$ cat config.mk
export PLATFORM = sky130hd
export DESIGN_NAME = rgbenc_ctrl
export DESIGN_NICKNAME = d
export VERILOG_FILES = /design/src/hdl/rgbenc_pkg.sv /design/src/hdl/rgbenc_ctrl.sv
export SDC_FILE = /design/constraint.sdc
export NUM_CORES = 1
export LEC_CHECK = 0
export ABC_CLOCK_PERIOD_IN_PS = 1110
export BUFFER_PORTS_ARGS = -buffer_cell sky130_fd_sc_hd__clkbuf_2
export CORE_AREA = 5 5 42 44
export CTS_CLUSTER_DIAMETER = 80
export DETAILED_ROUTE_END_ITERATION = 8
export DIE_AREA = 0 0 47 49
export PLACE_DENSITY_LB_ADDON = 0.08
export SLEW_MARGIN = 0
export SYNTH_ARGS = -nofsm -noshare
export SYNTH_HDL_FRONTEND = slang
export SYNTH_SLANG_ARGS = --single-unit
$ cat constraint.sdc
create_clock -name aclk -period 1.11 [get_ports aclk]
set_input_delay 0.0555 -clock aclk [delete_from_list [all_inputs] [get_ports aclk]]
set_output_delay 0.0555 -clock aclk [all_outputs]
set_load 0.1 [all_outputs]
$ cat src/hdl/rgbenc_pkg.sv
`timescale 1ns / 1ps
// ----------------------------------------------------------------------------
// rgbenc_pkg
// Types and constants shared by the RGB LED strip line encoder modules.
// ----------------------------------------------------------------------------
package rgbenc_pkg;

    localparam int BYTES_PER_PIXEL = 3;

    localparam int TICK_W     = 12;
    localparam int IDLE_W     = 21;
    localparam int CFG_DATA_W = 20;
    localparam int CFG_IDX_W  = 3;

    localparam logic [IDLE_W-1:0] IDLE_MAX = '1;

    // command codes
    localparam logic [1:0] CMD_TICK = 2'd0;
    localparam logic [1:0] CMD_SET  = 2'd1;
    localparam logic [1:0] CMD_FILL = 2'd2;
    localparam logic [1:0] CMD_SHOW = 2'd3;

    // byte of a pixel being written
    localparam logic [1:0] COL_RED   = 2'd0;
    localparam logic [1:0] COL_GREEN = 2'd1;
    localparam logic [1:0] COL_BLUE  = 2'd2;

    // configuration register indexes
    localparam logic [CFG_IDX_W-1:0] REG_PIXEL_COUNT = 3'd0;
    localparam logic [CFG_IDX_W-1:0] REG_COLOR_ORDER = 3'd1;
    localparam logic [CFG_IDX_W-1:0] REG_BRIGHTNESS  = 3'd2;
    localparam logic [CFG_IDX_W-1:0] REG_ZERO_HIGH   = 3'd3;
    localparam logic [CFG_IDX_W-1:0] REG_ONE_HIGH    = 3'd4;
    localparam logic [CFG_IDX_W-1:0] REG_BIT_PERIOD  = 3'd5;
    localparam logic [CFG_IDX_W-1:0] REG_RESET_GAP   = 3'd6;

    typedef struct packed {
        logic [1:0] cmd;
        logic [7:0] pixel_index;
        logic [7:0] red;
        logic [7:0] green;
        logic [7:0] blue;
    } in_item_t;

    typedef struct packed {
        logic line_level;
        logic sending;
        logic accepted;
    } out_item_t;

    typedef struct packed {
        logic [8:0]        pixel_count;
        logic [8:0]        color_order;
        logic [7:0]        brightness;
        logic [TICK_W-1:0] zero_high_ticks;
        logic [TICK_W-1:0] one_high_ticks;
        logic [TICK_W-1:0] bit_period_ticks;
        logic [19:0]       reset_gap_ticks;
    } cfg_t;

    typedef struct packed {
        logic accept;
        logic clr_step;
        logic wr_step;
        logic fetch;
        logic load;
        logic load_show;
    } ctrl_cmd_t;

    typedef struct packed {
        logic clear_last;
        logic show_ready;
        logic need_fetch;
        logic write_go;
        logic write_last;
        logic out_free;
    } ctrl_stat_t;

endpackage

$ cat src/hdl/rgbenc_ctrl.sv
`timescale 1ns / 1ps
// ----------------------------------------------------------------------------
// rgbenc_ctrl
// Controller: clearing pass, item acceptance, byte fetch and store write sweep.
// ----------------------------------------------------------------------------
module rgbenc_ctrl (
    input  logic                   aclk,
    input  logic                   aresetn,
    input  logic                   s_valid,
    output logic                   s_ready,
    input  rgbenc_pkg::ctrl_stat_t stat,
    output rgbenc_pkg::ctrl_cmd_t  cmd
);

    typedef enum logic [2:0] {
        ST_CLEAR,
        ST_IDLE,
        ST_FETCH,
        ST_LOAD,
        ST_SHOW_FETCH,
        ST_SHOW_LOAD,
        ST_WRITE
    } state_t;

    state_t state_reg;
    state_t state_next;
    logic   accept;

    assign s_ready = (state_reg == ST_IDLE) && stat.out_free;
    assign accept  = s_ready && s_valid;

    always_comb begin
        state_next = state_reg;
        case (state_reg)
            ST_CLEAR: begin
                if (stat.clear_last) begin
                    state_next = ST_IDLE;
                end
            end
            ST_IDLE: begin
                if (accept) begin
                    if (stat.show_ready) begin
                        state_next = ST_SHOW_FETCH;
                    end else if (stat.need_fetch) begin
                        state_next = ST_FETCH;
                    end else if (stat.write_go) begin
                        state_next = ST_WRITE;
                    end
                end
            end
            ST_FETCH:      state_next = ST_LOAD;
            ST_LOAD:       state_next = ST_IDLE;
            ST_SHOW_FETCH: state_next = ST_SHOW_LOAD;
            ST_SHOW_LOAD:  state_next = ST_IDLE;
            ST_WRITE: begin
                if (stat.write_last) begin
                    state_next = ST_IDLE;
                end
            end
            default:       state_next = ST_IDLE;
        endcase
    end

    always_ff @(posedge aclk) begin
        if (!aresetn) begin
            state_reg <= ST_CLEAR;
        end else begin
            state_reg <= state_next;
        end
    end

    always_comb begin
        cmd.accept    = accept;
        cmd.clr_step  = (state_reg == ST_CLEAR);
        cmd.wr_step   = (state_reg == ST_WRITE);
        cmd.fetch     = (state_reg == ST_FETCH) || (state_reg == ST_SHOW_FETCH);
        cmd.load      = (state_reg == ST_LOAD) || (state_reg == ST_SHOW_LOAD);
        cmd.load_show = (state_reg == ST_SHOW_LOAD);
    end

endmodule

==> flow_metrics.tcl, run 1 <==
set metrics [dict create \
    path_cells "or3b_4 > nor2_4 > buf_12" \
    async_flop_share_pct 0 \
    r2r_cells 4 \
    yosys_warnings 0 \
    yosysUniqueCellTypes 23 \
    yosysMostFrequentCell "nor2_1" \
    routed_wl_um 994 \
    clock-root-buffer "clkbuf_4" \
    num_antenna_cells 0 \
    hp-start "aresetn" \
    synthTopCellsByArea "dfxtp_1 (20%), o41ai_1 (6.0%), a21oi_1 (5.1%)" \
    netlist_top_cells_count "nor2_1 (4), a21oi_1 (3), dfxtp_1 (3)" \
    clk_pin_slew_worst_paths_ns 0.04 \
    tightest_slew_ns 0.259 \
    synth-edff-count 0 \
    design.core.area_um2 1400 \
    power_density_nw_per_um2 1470 \
    hp-class "in2reg" \
    avgRoutedWirePerCell_um 13.4 \
    layout-drive-gt1-share_pct 74.1 \
    cap_violations 0 \
    area_growth_pct 123 \
    synth_cells 36 \
    htreeDepth 1 \
    stdcell_count 74 \
    cts_made_buffers 3 \
    dp.cells 66 \
    cp.required_ns 1.05 \
    io_buffers 15 \
    reg2reg_slack_ns -0.15 \
    min_to "state_reg[0]" \
    cp-end-kind "output pin" \
    cts_tree "yes" \
    hpwl_um 722 \
    initial_core_util_pct 21.0 \
    nNetsFinal 68 \
    post-route-util_pct 46.7 \
    pin_count 16 \
    timing.final.crit_period_ns 1.32 \
    grt_max_degree 10 \
    syn_area_per_cell_um2 8.17 \
    fmax_mhz 758 \
    hold_depth 2 \
    ys.flop_type "dfxtp_1" \
    drt_pass1_iterations 4 \
    leakage_uw 0.000271 \
    ys_ff_latch 3 \
    grt_pass1_vias 364 \
    drt_iter0_markers 10 \
    setup_slack_ns -0.209 \
    r2r_end "state_reg[1]" \
    synth_top_area_cell "dfxtp_1" \
    grt_pass1_wl_um 1610 \
    drc 0 \
    clock_latency_ns 0.25 \
    setup-violations-final 9 \
    reg2reg_from "state_reg[1]" \
    gr-usage-all-layers_pct 10.7 \
    max_slew_margin_pct 82.6 \
    rsz0062_at_grt "yes" \
    final_hold_viol_count 0 \
    cp_slowest_stage_delay_ns 0.41 \
    ant_nets 0 \
    slew_violations 0 \
    synth_area_um2 294 \
    vdd_ir_drop_max_v 0.000793 \
    crit_arrival_ns 1.26 \
    critical_path_class "reg2out" \
    cts_sinks 3 \
    largest_reg_flops 3 \
    synth_top_area_share_pct 20.4 \
    viasPerCell 4.86 \
    globalRoute.totalOverflow 0 \
    die-area_um2 2300 \
    die_w_um 47 \
    gp_congestion 0.836 \
    slowest_stage "or3b_4" \
    worst_setup_path_start_kind "register" \
    synth-seq-area-share_pct 20.4 \
    antenna_found_initial 0 \
    vias 360 \
    rows 14 \
    synth_fp_nets 45 \
    run_status "complete, but fails checks" \
    failed_checks "setup timing" \
    worstPathMaxFanout 2 \
    whs_ns 0.0800 \
    clk_path_buf_depth 2 \
    fin_skew_ns 0.00693 \
    cts-hold-fix-buffers 0 \
    tns_ns -1.17 \
    die_h_um 49 \
    finalCritPeriodShare_pct 119 \
]
## metrics by stage
stage / instance area, um2 / setup slack, ns / power, uW
3_3_place_gp: 536 / -0.0217 / 672
3_5_place_dp: 536 / -0.0636 / 677
2_1_floorplan: 362 / -0.268 / 530
5_1_grt: 654 / -0.259 / 1020
4_1_cts: 606 / -0.227 / 933
6_report: 654 / -0.209 / 964
## power by group
part | switching, uW | leakage, uW | internal (uW)
Clock | 72.2 | 0.0000150 | 136
Sequential | 10.1 | 0.0000256 | 123
Combinational | 365 | 0.000230 | 258
## cell families (layout without fill, tap and decap cells)
family	after synthesis	count (layout)	synth area share, %
DFF	3	3	20.4
AOI/OAI and AO/OA	8	8	20.0
buffers and inverters	6	28	16.6
xor gates and xnor gates	1	1	2.98
and+or+nand+nor	18	18	40.0
## cell usage in the layout, fill, tap and decap left out
master,n
a21oi_1,3
a31oi_1,1
a31oi_4,1
and2b_1,2
and3_4,2
and4bb_2,1
buf_12,7
buf_2,1
buf_4,3
buf_6,3
clkbuf_1,1
clkbuf_2,8
clkbuf_4,3
dfxtp_1,1
dfxtp_2,2
inv_1,1
inv_6,1
nand2_1,2
nand2b_1,1
nor2_4,4
nor3_4,1
nor3b_1,1
nor3b_4,1
o21a_1,1
o41ai_2,2
or2b_1,1
or3_4,1
or3b_4,1
xnor2_4,1
## worst max-delay path: cells and delay by family (launching register included)
kind / cells / cell delay, ns
and+or+nand+nor: 2 / 0.52
DFF: 1 / 0.32
buffers and inverters: 1 / 0.18
## per-layer routing
metal	vias up	part of all wire (%)	track usage, %
met5	-	0	0
met4	0	5.8	11.1
met3	7	6.0	2.21
met2	19	54	17.4
met1	163	35	10.0
li1	171	-	-
## how the worst max path moves through the flow
stage / end / depth (start not counted) / startpoint
final: cmd[5] / 3 / state_reg[1]
after global routing: cmd[5] / 3 / state_reg[1]
after detailed placement: state_reg[1] / 4 / state_reg[0]
after global placement: cmd[5] / 3 / state_reg[1]
after floorplan: cmd[0] / 3 / state_reg[0]
after CTS: cmd[5] / 3 / state_reg[1]
## cell type report
| type | count | area, um2 |
|---|---|---|
| repair buffers | 22 | 241 |
| clock buffers | 4 | 26.3 |
| flip-flops and latches | 3 | 62.6 |
| fillers | 139 | 747 |
| multi-input cells | 27 | 292 |
| well taps | 16 | 20.0 |
| inverters | 2 | 12.5 |
## repair_timing
| item | CTS | global route |
|---|---|---|
| gates resized for setup | 7 | 9 |
| pin swaps | 3 | 2 |
| endpoints found under the setup margin | 10 | 10 |
| setup buffers | 1 | 2 |
| gates cloned | 0 | 1 |
(Power assumes the default switching activity.)
==> run 2: changes to the inputs <==
--- a/config.mk
+++ b/config.mk
@@ -11,7 +11,9 @@
 export CTS_CLUSTER_DIAMETER = 80
 export DETAILED_ROUTE_END_ITERATION = 8
 export DIE_AREA = 0 0 47 49
-export PLACE_DENSITY_LB_ADDON = 0.08
+export MAX_ROUTING_LAYER = met4
+export PLACE_DENSITY_LB_ADDON = 0.1
+export RECOVER_POWER = 50
 export SLEW_MARGIN = 0
 export SYNTH_ARGS = -nofsm -noshare
 export SYNTH_HDL_FRONTEND = slang
==> run 2 against run 1 <==
  * The run still ends with setup timing left
  * Critical endpoint unchanged
  * Flip-flop and latch count stayed put
  * Sequential share of layout area is 0.40 points higher
  * Design area is 4.0% lower
  * Wire length is 12% lower
  * Via count is 7.8% lower
  * Register-to-register slack better by 0.02 ns
  * Utilization is 1.9 points lower
  * Highest routed layer is now met3
  * Sequential power hardly changed
==> flow_metrics.tcl, run 2 (synthesis gave the netlist of run 1 again) <==
set metrics [dict create \
    leakage_uw 0.000260 \
    setup-violations-final 10 \
    pin_count 16 \
    routed_wl_um 877 \
    grt_max_degree 10 \
    hpwl_um 674 \
    clk_path_buf_depth 2 \
    cts_tree "yes" \
    gr-usage-all-layers_pct 8.53 \
    drt_pass1_iterations 2 \
    worst_setup_path_start_kind "register" \
    finalCritPeriodShare_pct 117 \
    cp.required_ns 1.05 \
    worstPathMaxFanout 2 \
    final_common_cell "clkbuf_2" \
    viasPerCell 4.61 \
    dp.cells 66 \
    fillerInstances 140 \
    vdd_ir_drop_max_v 0.000715 \
    fmax_mhz 768 \
    cp_slowest_stage_delay_ns 0.42 \
    cp-end-kind "output pin" \
    setup_slack_ns -0.193 \
    die_w_um 47 \
    r2r_cells 4 \
    run_status "complete, but fails checks" \
    min_to "state_reg[0]" \
    power_density_nw_per_um2 1470 \
    drt_iter0_markers 3 \
    grt_pass1_vias 363 \
    htreeDepth 1 \
    tns_ns -1.25 \
    path_cells "or3b_4 > nor2_4 > buf_12" \
    hp-start "aresetn" \
    drc 0 \
    timing.final.crit_period_ns 1.30 \
    num_antenna_cells 0 \
    design.core.area_um2 1400 \
    crit_arrival_ns 1.25 \
    rows 14 \
    cts_sinks 3 \
    avgRoutedWirePerCell_um 12.2 \
    nNetsFinal 66 \
    largest_reg_flops 3 \
    die-area_um2 2300 \
    grt_pass1_wl_um 1370 \
    reg2reg_slack_ns -0.13 \
    initial_core_util_pct 21.0 \
    clock-root-buffer "clkbuf_4" \
    clock_latency_ns 0.23 \
    max_slew_margin_pct 84.1 \
    failed_checks "setup timing" \
    p_total_uw 926 \
    cap_violations 0 \
    r2r_end "state_reg[1]" \
    cts-hold-fix-buffers 0 \
    fin_skew_ns 0.00110 \
    io_buffers 15 \
    tightest_slew_ns 0.235 \
    layout_common_cells "clkbuf_2 (8), buf_12 (7), nor2_4 (4)" \
    antenna_found_initial 0 \
    rsz0062_at_grt "yes" \
    layout-drive-gt1-share_pct 73.2 \
    slowest_stage "or3b_4" \
    globalRoute.totalOverflow 0 \
    place_worst_setup_slack_ns -0.0608 \
    stdcell_count 72 \
    final_hold_viol_count 0 \
    clk_pin_slew_worst_paths_ns 0.04 \
    gp_congestion 0.841 \
    reg2reg_from "state_reg[2]" \
    hold_depth 2 \
    ant_nets 0 \
    slew_violations 0 \
    area_growth_pct 114 \
    die_h_um 49 \
    whs_ns 0.0710 \
    vias 332 \
    critical_path_class "reg2out" \
    cts_made_buffers 3 \
    hp-class "in2reg" \
]
## run 2: cell types whose count changed in the layout (fill, tap and decap cells not counted)
cell,change
and3_2,+1
and3_4,-1
buf_6,-2
## run 2: final cells by class
type / count / area [um2] / share of cell area (%)
timing repair buffer: 20 / 219 / 34.9
clock buffer: 4 / 26.3 / 4.18
tap: 16 / 20.0 / 3.19
sequential: 3 / 62.6 / 9.96
multi-input combinational: 27 / 288 / 45.8
inverter: 2 / 12.5 / 1.99
## run 2: worst max-delay path by stage
stage	end	from	slack, ns
6_report	cmd[5]	state_reg[2]	-0.19
5_1_grt	cmd[5]	state_reg[2]	-0.23
4_1_cts	cmd[5]	state_reg[2]	-0.23
3_5_place_dp	cmd[5]	state_reg[1]	-0.06
3_3_place_gp	cmd[5]	state_reg[1]	-0.04
2_1_floorplan	cmd[0]	state_reg[0]	-0.27
## run 2: report_power, final
group	internal [uW]	switching [uW]	total, uW
Clock	135	56.4	191
Sequential	124	7.75	131
Combinational	240	363	603
## run 2: worst max-delay path, delay by kind of cell, from the launching register on
family        cells  cell delay [ns]
buf+inv           1             0.18
flops             1             0.30
simple gates      2             0.53
## run 2: per-layer routing
layer,wire length [um],vias to the layer above,GRT usage (%)
met3,60,0,3.32
met1,362,152,9.27
met4,0,0,5.53
met2,454,14,12.4
li1,-,166,-
met5,0,-,-
## run 2: metrics by stage
| step | cell area, um2 | util (%) |
|---|---|---|
| 3_3_place_gp | 536 | 38.2 |
| 6_report | 628 | 44.8 |
| 3_5_place_dp | 536 | 38.2 |
| 2_1_floorplan | 362 | - |
| 4_1_cts | 588 | 42.0 |
| 5_1_grt | 628 | 44.8 |
## run 2: repair_timing
action	CTS	global route
pin swaps	3	2
setup buffers	1	0
gates cloned	0	1
resized for setup	6	7
endpoints found under the setup margin	10	10
