===== config.mk =====
export PLATFORM = sky130hd
export DESIGN_NAME = rgbenc_dpath
export DESIGN_NICKNAME = d
export VERILOG_FILES = /design/src/hdl/rgbenc_pkg.sv /design/src/hdl/rgbenc_dpath.sv
export SDC_FILE = /design/constraint.sdc
export NUM_CORES = 1
export LEC_CHECK = 0
export BUFFER_PORTS_ARGS = -buffer_cell sky130_fd_sc_hd__clkbuf_2
export CAP_MARGIN = 30
export CORE_UTILIZATION = 64
export DETAILED_ROUTE_END_ITERATION = 10
export GPL_ROUTABILITY_DRIVEN = 0
export HOLD_SLACK_MARGIN = 0.12
export PLACE_DENSITY_LB_ADDON = 0.15
export RECOVER_POWER = 25
export SLEW_MARGIN = 30
export SYNTH_ARGS = -nofsm -noshare
export SYNTH_HDL_FRONTEND = slang
export SYNTH_SLANG_ARGS = --single-unit

===== constraint.sdc =====
create_clock -name aclk -period 22.6 [get_ports aclk]
set_input_delay 4.52 -clock aclk [delete_from_list [all_inputs] [get_ports aclk]]
set_output_delay 4.52 -clock aclk [all_outputs]
set_load 0.1 [all_outputs]

===== src/hdl/rgbenc_pkg.sv =====
`timescale 1ns / 1ps
// ----------------------------------------------------------------------------
// rgbenc_pkg
// Types and constants shared by the RGB LED strip line encoder modules.
// ----------------------------------------------------------------------------
package rgbenc_pkg;

    localparam int BYTES_PER_PIXEL = 3;

    localparam int TICK_W     = 12;
    localparam int IDLE_W     = 21;
    localparam int CFG_DATA_W = 20;
    localparam int CFG_IDX_W  = 3;

    localparam logic [IDLE_W-1:0] IDLE_MAX = '1;

    // command codes
    localparam logic [1:0] CMD_TICK = 2'd0;
    localparam logic [1:0] CMD_SET  = 2'd1;
    localparam logic [1:0] CMD_FILL = 2'd2;
    localparam logic [1:0] CMD_SHOW = 2'd3;

    // byte of a pixel being written
    localparam logic [1:0] COL_RED   = 2'd0;
    localparam logic [1:0] COL_GREEN = 2'd1;
    localparam logic [1:0] COL_BLUE  = 2'd2;

    // configuration register indexes
    localparam logic [CFG_IDX_W-1:0] REG_PIXEL_COUNT = 3'd0;
    localparam logic [CFG_IDX_W-1:0] REG_COLOR_ORDER = 3'd1;
    localparam logic [CFG_IDX_W-1:0] REG_BRIGHTNESS  = 3'd2;
    localparam logic [CFG_IDX_W-1:0] REG_ZERO_HIGH   = 3'd3;
    localparam logic [CFG_IDX_W-1:0] REG_ONE_HIGH    = 3'd4;
    localparam logic [CFG_IDX_W-1:0] REG_BIT_PERIOD  = 3'd5;
    localparam logic [CFG_IDX_W-1:0] REG_RESET_GAP   = 3'd6;

    typedef struct packed {
        logic [1:0] cmd;
        logic [7:0] pixel_index;
        logic [7:0] red;
        logic [7:0] green;
        logic [7:0] blue;
    } in_item_t;

    typedef struct packed {
        logic line_level;
        logic sending;
        logic accepted;
    } out_item_t;

    typedef struct packed {
        logic [8:0]        pixel_count;
        logic [8:0]        color_order;
        logic [7:0]        brightness;
        logic [TICK_W-1:0] zero_high_ticks;
        logic [TICK_W-1:0] one_high_ticks;
        logic [TICK_W-1:0] bit_period_ticks;
        logic [19:0]       reset_gap_ticks;
    } cfg_t;

    typedef struct packed {
        logic accept;
        logic clr_step;
        logic wr_step;
        logic fetch;
        logic load;
        logic load_show;
    } ctrl_cmd_t;

    typedef struct packed {
        logic clear_last;
        logic show_ready;
        logic need_fetch;
        logic write_go;
        logic write_last;
        logic out_free;
    } ctrl_stat_t;

endpackage


===== src/hdl/rgbenc_dpath.sv =====
`timescale 1ns / 1ps
// ----------------------------------------------------------------------------
// rgbenc_dpath
// Datapath: bit slot timing, frame pointers, idle counter, store writes and
// the registered result.
// ----------------------------------------------------------------------------
module rgbenc_dpath #(
    parameter int MAX_PIXELS = 256
) (
    input  logic                   aclk,
    input  logic                   aresetn,
    input  rgbenc_pkg::cfg_t       cfg,
    input  rgbenc_pkg::in_item_t   s_data,
    input  rgbenc_pkg::ctrl_cmd_t  cmd,
    output rgbenc_pkg::ctrl_stat_t stat,
    output logic                   m_valid,
    input  logic                   m_ready,
    output rgbenc_pkg::out_item_t  m_data,
    output logic                   mem_wr_en,
    output logic [$clog2(MAX_PIXELS*rgbenc_pkg::BYTES_PER_PIXEL)-1:0] mem_wr_addr,
    output logic [7:0]             mem_wr_data,
    output logic                   mem_rd_en,
    output logic [$clog2(MAX_PIXELS*rgbenc_pkg::BYTES_PER_PIXEL)-1:0] mem_rd_addr,
    input  logic [7:0]             mem_rd_data
);

    localparam int STORE_BYTES = MAX_PIXELS * rgbenc_pkg::BYTES_PER_PIXEL;
    localparam int ADDR_W      = $clog2(STORE_BYTES);
    localparam int BPTR_W      = $clog2(STORE_BYTES + 1);
    localparam int NPIX_W      = $clog2(MAX_PIXELS + 1);
    localparam int PIX_W       = (MAX_PIXELS > 1) ? $clog2(MAX_PIXELS) : 1;
    localparam int CHK_W       = $clog2(STORE_BYTES + 8);
    localparam int CNT_W       = (NPIX_W > 9) ? NPIX_W : 9;
    localparam int TW          = rgbenc_pkg::TICK_W;
    localparam int IW          = rgbenc_pkg::IDLE_W;

    function automatic logic [TW-1:0] pick(input logic [7:0] s, input logic [2:0] pos,
                                           input logic [TW-1:0] one_t,
                                           input logic [TW-1:0] zero_t);
        return s[3'd7 - pos] ? one_t : zero_t;
    endfunction

    // frame and idle state
    logic              frame_reg, frame_next;
    logic [BPTR_W-1:0] ptr_reg, ptr_next;
    logic [2:0]        bitpos_reg, bitpos_next;
    logic [TW-1:0]     tick_reg, tick_next;
    logic [TW-1:0]     high_reg, high_next;
    logic [IW-1:0]     idle_reg, idle_next;
    logic [7:0]        byte_reg, byte_next;

    // clearing pass and write sweep
    logic [ADDR_W-1:0] clr_reg, clr_next;
    logic [PIX_W-1:0]  wr_pix_reg, wr_pix_next;
    logic [PIX_W-1:0]  wr_end_reg, wr_end_next;
    logic [1:0]        wr_col_reg, wr_col_next;
    logic [7:0]        wr_red_reg, wr_green_reg, wr_blue_reg;

    // result register
    logic                  m_valid_reg, m_valid_next;
    rgbenc_pkg::out_item_t m_data_reg, res;
    logic                  res_load;

    logic [NPIX_W-1:0] n_pix;
    logic              n_zero;
    logic [CHK_W-1:0]  limit;
    logic              idx_ok, gap_ok;
    logic              is_tick, is_set, is_fill, is_show;
    logic              show_ready, write_go, acc_now;

    logic [7:0]        mul_a, scaled;
    logic [15:0]       product;
    logic [TW-1:0]     t_high, tick_inc, period;
    logic              line, slot_end, frame_done, tick_en, need_fetch;
    logic [2:0]        bitpos_inc;
    logic [BPTR_W-1:0] ptr_inc;

    logic [2:0]        wr_off;
    logic [7:0]        wr_byte;
    logic [CHK_W-1:0]  wr_addr_full;
    logic              wr_in_range;

    // pixel count saturates at the store size
    assign n_pix  = (CNT_W'(cfg.pixel_count) > CNT_W'(MAX_PIXELS)) ?
                    NPIX_W'(MAX_PIXELS) : NPIX_W'(cfg.pixel_count);
    assign n_zero = (n_pix == '0);
    assign limit  = CHK_W'({n_pix, 1'b0}) + CHK_W'(n_pix);
    assign idx_ok = CNT_W'(s_data.pixel_index) < CNT_W'(n_pix);
    assign gap_ok = idle_reg > IW'(cfg.reset_gap_ticks);

    assign is_tick = (s_data.cmd == rgbenc_pkg::CMD_TICK);
    assign is_set  = (s_data.cmd == rgbenc_pkg::CMD_SET);
    assign is_fill = (s_data.cmd == rgbenc_pkg::CMD_FILL);
    assign is_show = (s_data.cmd == rgbenc_pkg::CMD_SHOW);

    assign show_ready = !frame_reg && is_show && gap_ok && !n_zero;
    assign write_go   = !frame_reg && ((is_set && idx_ok) || (is_fill && !n_zero));
    assign acc_now    = frame_reg ? is_tick :
                        (is_set ? idx_ok : (is_show ? gap_ok : 1'b1));

    // brightness scaling, operand comes from the store on a load cycle
    assign mul_a   = cmd.load ? mem_rd_data : byte_reg;
    assign product = 16'(mul_a) * 16'(cfg.brightness);
    assign scaled  = product[15:8];

    // slot timing
    assign t_high     = cmd.load_show ?
                        pick(scaled, 3'd0, cfg.one_high_ticks, cfg.zero_high_ticks) : high_reg;
    assign line       = tick_reg < t_high;
    assign tick_inc   = tick_reg + TW'(1);
    assign period     = (cfg.bit_period_ticks == '0) ? TW'(1) : cfg.bit_period_ticks;
    assign slot_end   = (tick_inc >= period) || (tick_inc == '0);
    assign bitpos_inc = bitpos_reg + 3'd1;
    assign ptr_inc    = (bitpos_inc == '0) ? ptr_reg + BPTR_W'(1) : ptr_reg;
    assign frame_done = CHK_W'(ptr_inc) >= limit;
    assign tick_en    = (cmd.accept && frame_reg) || cmd.load_show;
    assign need_fetch = frame_reg && slot_end && !frame_done && (bitpos_inc == '0);

    // store write sweep
    always_comb begin
        case (wr_col_reg)
            rgbenc_pkg::COL_RED: begin
                wr_off  = cfg.color_order[8:6];
                wr_byte = wr_red_reg;
            end
            rgbenc_pkg::COL_GREEN: begin
                wr_off  = cfg.color_order[5:3];
                wr_byte = wr_green_reg;
            end
            default: begin
                wr_off  = cfg.color_order[2:0];
                wr_byte = wr_blue_reg;
            end
        endcase
    end

    assign wr_addr_full = CHK_W'({wr_pix_reg, 1'b0}) + CHK_W'(wr_pix_reg) + CHK_W'(wr_off);
    assign wr_in_range  = wr_addr_full < limit;

    assign mem_wr_en   = cmd.clr_step || (cmd.wr_step && wr_in_range);
    assign mem_wr_addr = cmd.clr_step ? clr_reg : wr_addr_full[ADDR_W-1:0];
    assign mem_wr_data = cmd.clr_step ? 8'd0 : wr_byte;
    assign mem_rd_en   = cmd.fetch;
    assign mem_rd_addr = ptr_reg[ADDR_W-1:0];

    // result of the transaction
    always_comb begin
        if (cmd.load_show) begin
            res.line_level = line;
            res.sending    = 1'b1;
            res.accepted   = 1'b1;
        end else begin
            res.line_level = frame_reg && line;
            res.sending    = frame_reg;
            res.accepted   = acc_now;
        end
    end

    assign res_load = (cmd.accept && !show_ready) || cmd.load_show;

    always_comb begin
        frame_next   = frame_reg;
        ptr_next     = ptr_reg;
        bitpos_next  = bitpos_reg;
        tick_next    = tick_reg;
        high_next    = high_reg;
        idle_next    = idle_reg;
        byte_next    = byte_reg;
        clr_next     = clr_reg;
        wr_pix_next  = wr_pix_reg;
        wr_end_next  = wr_end_reg;
        wr_col_next  = wr_col_reg;
        m_valid_next = res_load ? 1'b1 : (m_ready ? 1'b0 : m_valid_reg);

        if (cmd.clr_step) begin
            clr_next = clr_reg + ADDR_W'(1);
        end

        if (cmd.accept && !frame_reg) begin
            if (is_show && gap_ok) begin
                if (n_zero) begin
                    idle_next = '0;
                end
            end else if (idle_reg != rgbenc_pkg::IDLE_MAX) begin
                idle_next = idle_reg + IW'(1);
            end
        end

        if (cmd.accept && write_go) begin
            wr_pix_next = is_set ? PIX_W'(s_data.pixel_index) : '0;
            wr_end_next = is_set ? PIX_W'(s_data.pixel_index) : PIX_W'(n_pix - NPIX_W'(1));
            wr_col_next = rgbenc_pkg::COL_RED;
        end

        if (cmd.wr_step) begin
            if (wr_col_reg == rgbenc_pkg::COL_BLUE) begin
                wr_col_next = rgbenc_pkg::COL_RED;
                wr_pix_next = wr_pix_reg + PIX_W'(1);
            end else begin
                wr_col_next = wr_col_reg + 2'd1;
            end
        end

        // a new byte arrives from the store: the slot starts at bit 7
        if (cmd.load) begin
            byte_next = mem_rd_data;
            if (!cmd.load_show) begin
                high_next = pick(scaled, bitpos_reg, cfg.one_high_ticks, cfg.zero_high_ticks);
            end
        end

        if (tick_en) begin
            if (slot_end) begin
                if (frame_done) begin
                    frame_next  = 1'b0;
                    ptr_next    = '0;
                    bitpos_next = '0;
                    tick_next   = '0;
                    idle_next   = '0;
                end else begin
                    frame_next  = 1'b1;
                    ptr_next    = ptr_inc;
                    bitpos_next = bitpos_inc;
                    tick_next   = '0;
                    if (bitpos_inc != '0) begin
                        high_next = pick(scaled, bitpos_inc, cfg.one_high_ticks,
                                         cfg.zero_high_ticks);
                    end
                end
            end else begin
                frame_next = 1'b1;
                tick_next  = tick_inc;
                high_next  = t_high;
            end
        end
    end

    always_ff @(posedge aclk) begin
        if (!aresetn) begin
            frame_reg   <= 1'b0;
            ptr_reg     <= '0;
            bitpos_reg  <= '0;
            tick_reg    <= '0;
            high_reg    <= '0;
            idle_reg    <= '0;
            clr_reg     <= '0;
            wr_pix_reg  <= '0;
            wr_end_reg  <= '0;
            wr_col_reg  <= rgbenc_pkg::COL_RED;
            m_valid_reg <= 1'b0;
        end else begin
            frame_reg   <= frame_next;
            ptr_reg     <= ptr_next;
            bitpos_reg  <= bitpos_next;
            tick_reg    <= tick_next;
            high_reg    <= high_next;
            idle_reg    <= idle_next;
            clr_reg     <= clr_next;
            wr_pix_reg  <= wr_pix_next;
            wr_end_reg  <= wr_end_next;
            wr_col_reg  <= wr_col_next;
            m_valid_reg <= m_valid_next;
        end
    end

    always_ff @(posedge aclk) begin
        byte_reg <= byte_next;
        if (cmd.accept) begin
            wr_red_reg   <= s_data.red;
            wr_green_reg <= s_data.green;
            wr_blue_reg  <= s_data.blue;
        end
        if (res_load) begin
            m_data_reg <= res;
        end
    end

    assign m_valid = m_valid_reg;
    assign m_data  = m_data_reg;

    always_comb begin
        stat.clear_last = (clr_reg == ADDR_W'(STORE_BYTES - 1));
        stat.show_ready = show_ready;
        stat.need_fetch = need_fetch;
        stat.write_go   = write_go;
        stat.write_last = (wr_col_reg == rgbenc_pkg::COL_BLUE) && (wr_pix_reg == wr_end_reg);
        stat.out_free   = !m_valid_reg || m_ready;
    end

endmodule


==> results of run 1 <==
[cell families (layout without fill, tap and decap cells)]
kind of cell | after synthesis | in the layout
buffers and inverters | 188 | 334
and+or+nand+nor | 477 | 477
xor gates and xnor gates | 60 | 60
DFF | 123 | 123
AOI/OAI and AO/OA | 342 | 342
adders and majority gates | 182 | 182
muxes | 77 | 77
[area by class of cell]
class | count | area [sq um]
clock buffer | 17 | 425
sequential | 123 | 2730
tap | 234 | 293
clock inverter | 15 | 114
fill | 1430 | 5090
inverter | 127 | 477
timing repair buffer | 175 | 886
multi-input combinational | 1138 | 8680
[power by group through the flow]
stage / logic, mW / registers [mW] / clock network, mW
2_1_floorplan: 0.317 / 0.251 / 0
3_3_place_gp: 0.390 / 0.251 / 0
3_5_place_dp: 0.398 / 0.252 / 0
4_1_cts: 0.402 / 0.247 / 0.259
5_1_grt: 0.449 / 0.249 / 0.269
6_report: 0.403 / 0.247 / 0.258
[worst min-delay path: cells and delay by family (launching register included)]
kind / cells / cell delay (ns)
simple gates: 1 / 0.06
flops: 1 / 0.33
compound gates: 1 / 0.05
[worst paths after layout]
path	to	cells after the start
worst max-delay path	stat[3]	19
worst min-delay path	mem_rd_addr[9]$_SDFFE_PN0P_	2
worst max register to register	m_data[2]$_DFFE_PP_	25
worst min register to register	mem_rd_addr[9]$_SDFFE_PN0P_	2
[synth_stat cells (4+ instances only)]
cell type  instances  share of area
o211ai_1          14         0.0086
xnor2_1           34          0.024
a211oi_1          20          0.012
mux2_2            27          0.025
dfxtp_1           96           0.16
buf_4              4         0.0025
buf_1              4         0.0012
a311oi_1           4         0.0029
or4_1             15         0.0092
fa_1              39          0.064
or3_1             13         0.0067
and4_1             5         0.0036
o21ai_1            6         0.0025
ha_1             143           0.15
xor2_1            25          0.018
nand3_1           30          0.012
nand4_1           19         0.0098
nand2b_1          16         0.0082
and2_1            40          0.021
a21oi_2            7         0.0050
nand2_1          111          0.034
nor4_1             6         0.0031
nor2b_1           24          0.012
a31oi_1           13         0.0067
o21bai_1          13         0.0080
o21a_1            18          0.011
and3_1            23          0.012
nor2_1           118          0.036
nor3b_1            8         0.0049
nor3_1            20         0.0082
nand3b_1          14         0.0086
o21ai_0           69          0.028
clkbuf_1          45          0.014
buf_6              5         0.0046
inv_1            126          0.039
edfxtp_1          27          0.067
a21o_1            34          0.021
a21oi_1           99          0.041
mux2i_1           48          0.039
a211oi_2          10          0.010
[per-layer routing]
layer,vias up,track usage,part of all wire
met5,-,0,0
met4,0,0.120,0.027
met3,58,0.0629,0.066
met2,373,0.520,0.47
met1,5229,0.401,0.43
li1,5398,-,-
[layout by cell type (no fill, tap or decap), types with 24 or more instances in the layout]
| master | Yosys | routed |
|---|---|---|
| clkbuf_2 | 0 | 168 |
| ha_1 | 143 | 143 |
| inv_1 | 126 | 126 |
| nor2_1 | 118 | 118 |
| nand2_1 | 111 | 111 |
| a21oi_1 | 99 | 99 |
| dfxtp_1 | 96 | 96 |
| o21ai_0 | 69 | 69 |
| mux2i_1 | 48 | 48 |
| and2_1 | 40 | 40 |
| fa_1 | 39 | 39 |
| a21o_1 | 34 | 34 |
| xnor2_1 | 34 | 34 |
| nand3_1 | 30 | 30 |
| edfxtp_1 | 27 | 27 |
| mux2_2 | 27 | 25 |
| xor2_1 | 25 | 25 |
| nor2b_1 | 24 | 24 |
==> flow_metrics.env, run 1 <==
export IMPL_worstHoldStart="mem_rd_addr[9]$_SDFFE_PN0P_"
export IMPL_path_cells="clkbuf_2, inv_1, nand2_1, inv_1, ha_1, fa_1, a21oi_1, nor2_1, nor2_1, o21bai_1, a21oi_1, inv_1, a21oi_1, mux2i_1, ha_1, a21oi_1, nand2_1, nor3b_1, clkbuf_2"
export IMPL_stdcell_count=1829
export IMPL_place_area_sq_um=13100
export IMPL_hold_viol=0
export IMPL_syn_nets=1764
export IMPL_grt_pass1_wl_microns=49700
export IMPL_grt_pass1_vias=10300
export IMPL_placed_cells=1797
export IMPL_slew_viol_final=29
export IMPL_fin_ws_ns=9.23
export IMPL_dp_hpwl_microns=23000
export IMPL_final_nets=1897
export IMPL_dieHeight_microns=140
export IMPL_ctsRootBufferMaster="clkbuf_16"
export IMPL_fin_crit_ns=13.37
export IMPL_crit_arrival_ns=8.85
export IMPL_portBuffers=170
export IMPL_die_w_microns=140
export IMPL_synth_enable_flop_cells=27
export IMPL_clk_pin_slew_worst_paths_ns=0.06
export IMPL_p_switching_mw=0.370
export IMPL_finalWirelength_microns=30800
export IMPL_worst_slew_pin_slew_ns=1.54
export IMPL_fin_crit_sh=0.592
export IMPL_required_ns=18.08
export IMPL_die_area_sq_um=19600
export IMPL_synth_fa_ha_area_frac=0.211
export IMPL_largest_reg_flops=21
export IMPL_critPathTopFamily="buffers and inverters"
export IMPL_clk_path_buf_depth=2
export IMPL_netlist_area_sq_um=12200
export IMPL_ant_nets=0
export IMPL_rsz0062_at_grt="false"
export IMPL_final_util=0.728
export IMPL_clkSinkCount=123
export IMPL_seq_area_frac_synth=0.224
export IMPL_wl_per_cell_microns=16.8
export IMPL_setup_worst_path_start_class="input pin"
export IMPL_core_area_sq_um=18700
export IMPL_power_frac_comb=0.444
export IMPL_p_leak_nw=6.48
export IMPL_status="complete, but fails checks"
export IMPL_grt_use_total=0.313
export IMPL_cts_max_level=4
export IMPL_place_ws_ns=9.29
export IMPL_cts_setup_buffers=0
export IMPL_antenna_found_initial=0
export IMPL_holdWs_ns=0.493
export IMPL_path_class="in2out"
export IMPL_drc=0
export IMPL_area_growth_pct=11.7
export IMPL_synth_ff_type="dfxtp_1"
export IMPL_rows=50
export IMPL_initial_utilization=0.652
export IMPL_skew_ns=0.0138
export IMPL_syn_instance_count=1449
export IMPL_holdBufCountCts=0
export IMPL_crit_path_start="cfg[81]"
export IMPL_clk_insertion_delay_late_ns=0.43
export IMPL_synth_xor_area_frac=0.0447
export IMPL_muxShareOfSynthArea=0.0666
export IMPL_dr_first_iter_drc_count=796
export IMPL_via_per_inst=6.05
export IMPL_internal_power_mw=0.538
export IMPL_reg2reg_slack_ns=15.67
export IMPL_ys_async_sr_fraction=0
export IMPL_grt_overflow_total=0
export IMPL_violations="capacitance limit, slew limit"
export IMPL_total_power_mw=0.909
export IMPL_vias=11100
export IMPL_synth_top_family_by_area="adder cells"
export IMPL_cp_max_fo=15
export IMPL_hold_class="reg2reg"
export IMPL_synth_compound_area_share=0.188
export IMPL_r2r_start="byte_reg[2]$_DFF_P_"
export IMPL_worst_path_max_delay_cell="clkbuf_2"
export IMPL_cap_violations=1
export IMPL_ir_drop_mv=0.0531
export IMPL_io_pins=173
export IMPL_antenna_cells=0
export IMPL_drive_gt1_frac=0.168
export IMPL_end_kind="output pin"
export IMPL_grt_max_degree=47
export IMPL_max_stage_delay_ns=0.52
export IMPL_cp_buffers_inverters=5
export IMPL_setup_violations=0
export IMPL_yosys_warnings=0
export IMPL_cts_buffers=17
export IMPL_pwr_share_clk=0.284
export IMPL_synthSimpleGateAreaFrac=0.201
export IMPL_crit_top_cell="a21oi_1"
export IMPL_pwr_share_seq=0.272
export IMPL_fmax_mhz=74.8
export IMPL_powerDensity_nw_per_um2=66.8
export IMPL_relSlewSlack=-0.0249
export IMPL_synth_area_per_cell_sq_um=8.41
export IMPL_final_area_sq_um=13600
export IMPL_setup_tns_ns=0
export IMPL_firstDrtPassIters=5
export IMPL_synth_seq_cells=123
export IMPL_tritoncts="yes"
export IMPL_synth_cell_types=78
export IMPL_switching_share=0.408
export IMPL_cts_resized_gates=0
Power figures use the tool's default switching activity.
==> inputs of run 2 (changes only) <==
--- a/config.mk
+++ b/config.mk
@@ -5,9 +5,10 @@
 export SDC_FILE = /design/constraint.sdc
 export NUM_CORES = 1
 export LEC_CHECK = 0
+export ABC_AREA = 1
 export BUFFER_PORTS_ARGS = -buffer_cell sky130_fd_sc_hd__clkbuf_2
 export CAP_MARGIN = 30
-export CORE_UTILIZATION = 64
+export CORE_UTILIZATION = 60
 export DETAILED_ROUTE_END_ITERATION = 10
 export GPL_ROUTABILITY_DRIVEN = 0
 export HOLD_SLACK_MARGIN = 0.12
==> constraint.sdc (replaced) <==
create_clock -name aclk -period 13.2 [get_ports aclk]
set_input_delay 2.64 -clock aclk [delete_from_list [all_inputs] [get_ports aclk]]
set_output_delay 2.64 -clock aclk [all_outputs]
set_load 0.1 [all_outputs]
==> run 2 against run 1 <==
Against the previous run: the run now ends clean; clock power up 96%; final cell count rose by 25%; first-iteration DRC count grew 17%; die area up 10%; clock skew is 0.0041 ns lower; largest power group unchanged.
==> flow_metrics.env, run 2 <==
export IMPL_status="finished, final reports clean"
export IMPL_syn_instance_count=1876
export IMPL_grt_use_total=0.315
export IMPL_setup_tns_ns=0
export IMPL_vias=12700
export IMPL_clk_path_buf_depth=2
export IMPL_rows=52
export IMPL_syn_nets=2191
export IMPL_grt_pass1_wl_microns=56000
export IMPL_max_stage_delay_ns=0.57
export IMPL_grt_max_degree=35
export IMPL_worst_path_max_delay_cell="nor4_1"
export IMPL_most_common_layout_cells="nand2_1 (402), inv_1 (309), nor2_1 (175), nand3_1 (175), clkbuf_2 (168)"
export IMPL_dp_hpwl_microns=25300
export IMPL_ys_top_cells_by_area="dfxtp_1 (15%), ha_1 (14%), nand2_1 (12%), inv_1 (9.2%), nand3_1 (7.0%)"
export IMPL_grt_pass1_vias=12100
export IMPL_portBuffers=170
export IMPL_dr_first_iter_drc_count=935
export IMPL_path_cells="clkbuf_2, inv_1, nand4_1, o21ai_0, inv_1, nor2_1, inv_1, ha_1, a21oi_1, nand2_1, a21oi_1, o21bai_1, nand2_1, nand2_1, a21oi_1, xor2_1, ha_1, nand2_1, o21ai_0, a21oi_1, nand3_1, nor4_1, clkbuf_2"
export IMPL_hold_viol=0
export IMPL_wl_per_cell_microns=14.4
export IMPL_cp_buffers_inverters=5
export IMPL_dieHeight_microns=147
export IMPL_area_growth_pct=12.3
export IMPL_cts_buffers=17
export IMPL_critPathTopFamily="simple AND/OR/NAND/NOR gates"
export IMPL_final_nets=2326
export IMPL_fin_crit_ns=9.81
export IMPL_final_common_cell="nand2_1"
export IMPL_via_per_inst=5.54
export IMPL_drc=0
export IMPL_yosysTopAreaCellShare=0.153
export IMPL_synth_seq_cells=123
export IMPL_crit_arrival_ns=7.17
export IMPL_cts_resized_gates=0
export IMPL_total_power_mw=1.83
export IMPL_yosysMostFrequentCell="nand2_1"
export IMPL_stdcell_count=2294
export IMPL_antenna_found_initial=0
export IMPL_relSlewSlack=0.0725
export IMPL_synth_area_per_cell_sq_um=6.71
export IMPL_drive_gt1_frac=0.132
export IMPL_synth_cell_types=55
export IMPL_powerDensity_nw_per_um2=129
export IMPL_rsz0062_at_grt="false"
export IMPL_hold_class="reg2reg"
export IMPL_setup_violations=0
export IMPL_setup_worst_path_start_class="input pin"
export IMPL_ant_nets=0
export IMPL_final_area_sq_um=14100
export IMPL_seq_area_frac_synth=0.217
export IMPL_placed_cells=2262
export IMPL_cp_max_fo=6
export IMPL_holdBufCountCts=0
export IMPL_ys_async_sr_fraction=0
export IMPL_yosys_warnings=0
export IMPL_grt_overflow_total=0
export IMPL_yosysTopAreaCell="dfxtp_1"
export IMPL_clkSinkCount=123
export IMPL_ctsRootBufferMaster="clkbuf_16"
export IMPL_path_class="in2out"
export IMPL_p_leak_nw=7.42
export IMPL_die_w_microns=147
export IMPL_finalWirelength_microns=33100
export IMPL_worst_slew_pin_slew_ns=1.39
export IMPL_place_area_sq_um=13500
export IMPL_cts_setup_buffers=0
export IMPL_cts_max_level=4
export IMPL_synthTopCellsByCount="nand2_1 (402), inv_1 (310), nor2_1 (177)"
export IMPL_tritoncts="yes"
export IMPL_holdWs_ns=0.483
export IMPL_clk_insertion_delay_late_ns=0.43
export IMPL_initial_utilization=0.616
export IMPL_fin_crit_sh=0.743
export IMPL_antenna_cells=0
export IMPL_fmax_mhz=102
export IMPL_clk_pin_slew_worst_paths_ns=0.06
export IMPL_end_kind="output pin"
export IMPL_largest_reg_flops=21
export IMPL_slew_viol_final=0
export IMPL_netlist_area_sq_um=12600
export IMPL_synth_ff_type="dfxtp_1"
export IMPL_ir_drop_mv=0.0933
export IMPL_cap_violations=0
export IMPL_skew_ns=0.00968
export IMPL_die_area_sq_um=21600
export IMPL_firstDrtPassIters=6
export IMPL_core_area_sq_um=20400
export IMPL_io_pins=173
export IMPL_synth_enable_flop_cells=27
export IMPL_required_ns=10.56
[run 2: cell types whose count changed after synthesis, moves of 16 or more]
| cell | previous run | this run |
|---|---|---|
| a21o_1 | 34 | 2 |
| o21a_1 | 18 | 2 |
| nor2_1 | 118 | 177 |
| xnor2_1 | 34 | 9 |
| nor2b_1 | 24 | 0 |
| mux2i_1 | 48 | 0 |
| and3_1 | 23 | 0 |
| nand2b_1 | 16 | 0 |
| and2_1 | 40 | 1 |
| nand3_1 | 30 | 175 |
| mux2_2 | 27 | 0 |
| inv_1 | 126 | 310 |
| nand2_1 | 111 | 402 |
| a21oi_1 | 99 | 139 |
[run 2: layer usage]
| metal | vias to the layer above | GRT usage | share of wire |
|---|---|---|---|
| li1 | 6359 | - | - |
| met1 | 5778 | 0.406 | 0.43 |
| met2 | 486 | 0.536 | 0.47 |
| met3 | 76 | 0.0388 | 0.069 |
| met4 | 0 | 0.124 | 0.030 |
| met5 | - | 0 | 0 |
[run 2: power by group]
group / switching, mW / total [mW] / internal, mW
Clock: 0.201 / 0.506 / 0.304
Combinational: 0.586 / 0.891 / 0.304
Sequential: 0.0198 / 0.429 / 0.410
[run 2: cell families (layout without fill, tap and decap cells)]
group,Yosys count,after routing,share of synthesized area
buf+inv,374,522,0.118
fa+ha+maj,182,182,0.204
simple gates,847,847,0.291
xor+xnor,51,51,0.0367
flops,123,123,0.217
compound gates,299,299,0.134
[run 2: path summary, 6_finish.rpt]
check | start | endpoint | slack [ns] | cells after the start
max | cfg[80] | stat[3] | 3.39 | 23
min | wr_end_reg[0]$_SDFFE_PN0P_ | wr_end_reg[0]$_SDFFE_PN0P_ | 0.48 | 2
min reg2reg | wr_end_reg[0]$_SDFFE_PN0P_ | wr_end_reg[0]$_SDFFE_PN0P_ | 0.48 | 2
max reg2reg | byte_reg[5]$_DFF_P_ | m_data[2]$_DFFE_PP_ | 6.68 | 28
[run 2: cell type report]
cell class / count / area, sq um
Sequential cell: 123 / 2730
Inverter: 317 / 1190
Clock buffer: 17 / 425
Clock inverter: 15 / 199
Fill cell: 1785 / 6290
Timing Repair Buffer: 173 / 871
Multi-Input combinational cell: 1379 / 8380
Tap cell: 270 / 338
[run 2: per-stage QoR]
stage,setup WS [ns],utilization
6_report,3.39,0.692
5_1_grt,2.80,0.692
2_1_floorplan,4.10,-
3_5_place_dp,3.48,0.662
3_3_place_gp,3.65,0.662
4_1_cts,3.47,0.692
[run 2: worst register-to-register path, delay by kind of cell (launching register included)]
| family | cells | cell delay, ns |
|---|---|---|
| AND/OR/NAND/NOR | 8 | 1.02 |
| AO/OA/AOI/OAI | 9 | 2.22 |
| adder cells (fa/ha/maj) | 6 | 2.36 |
| flip-flops | 1 | 0.29 |
| buffers and inverters | 5 | 0.46 |
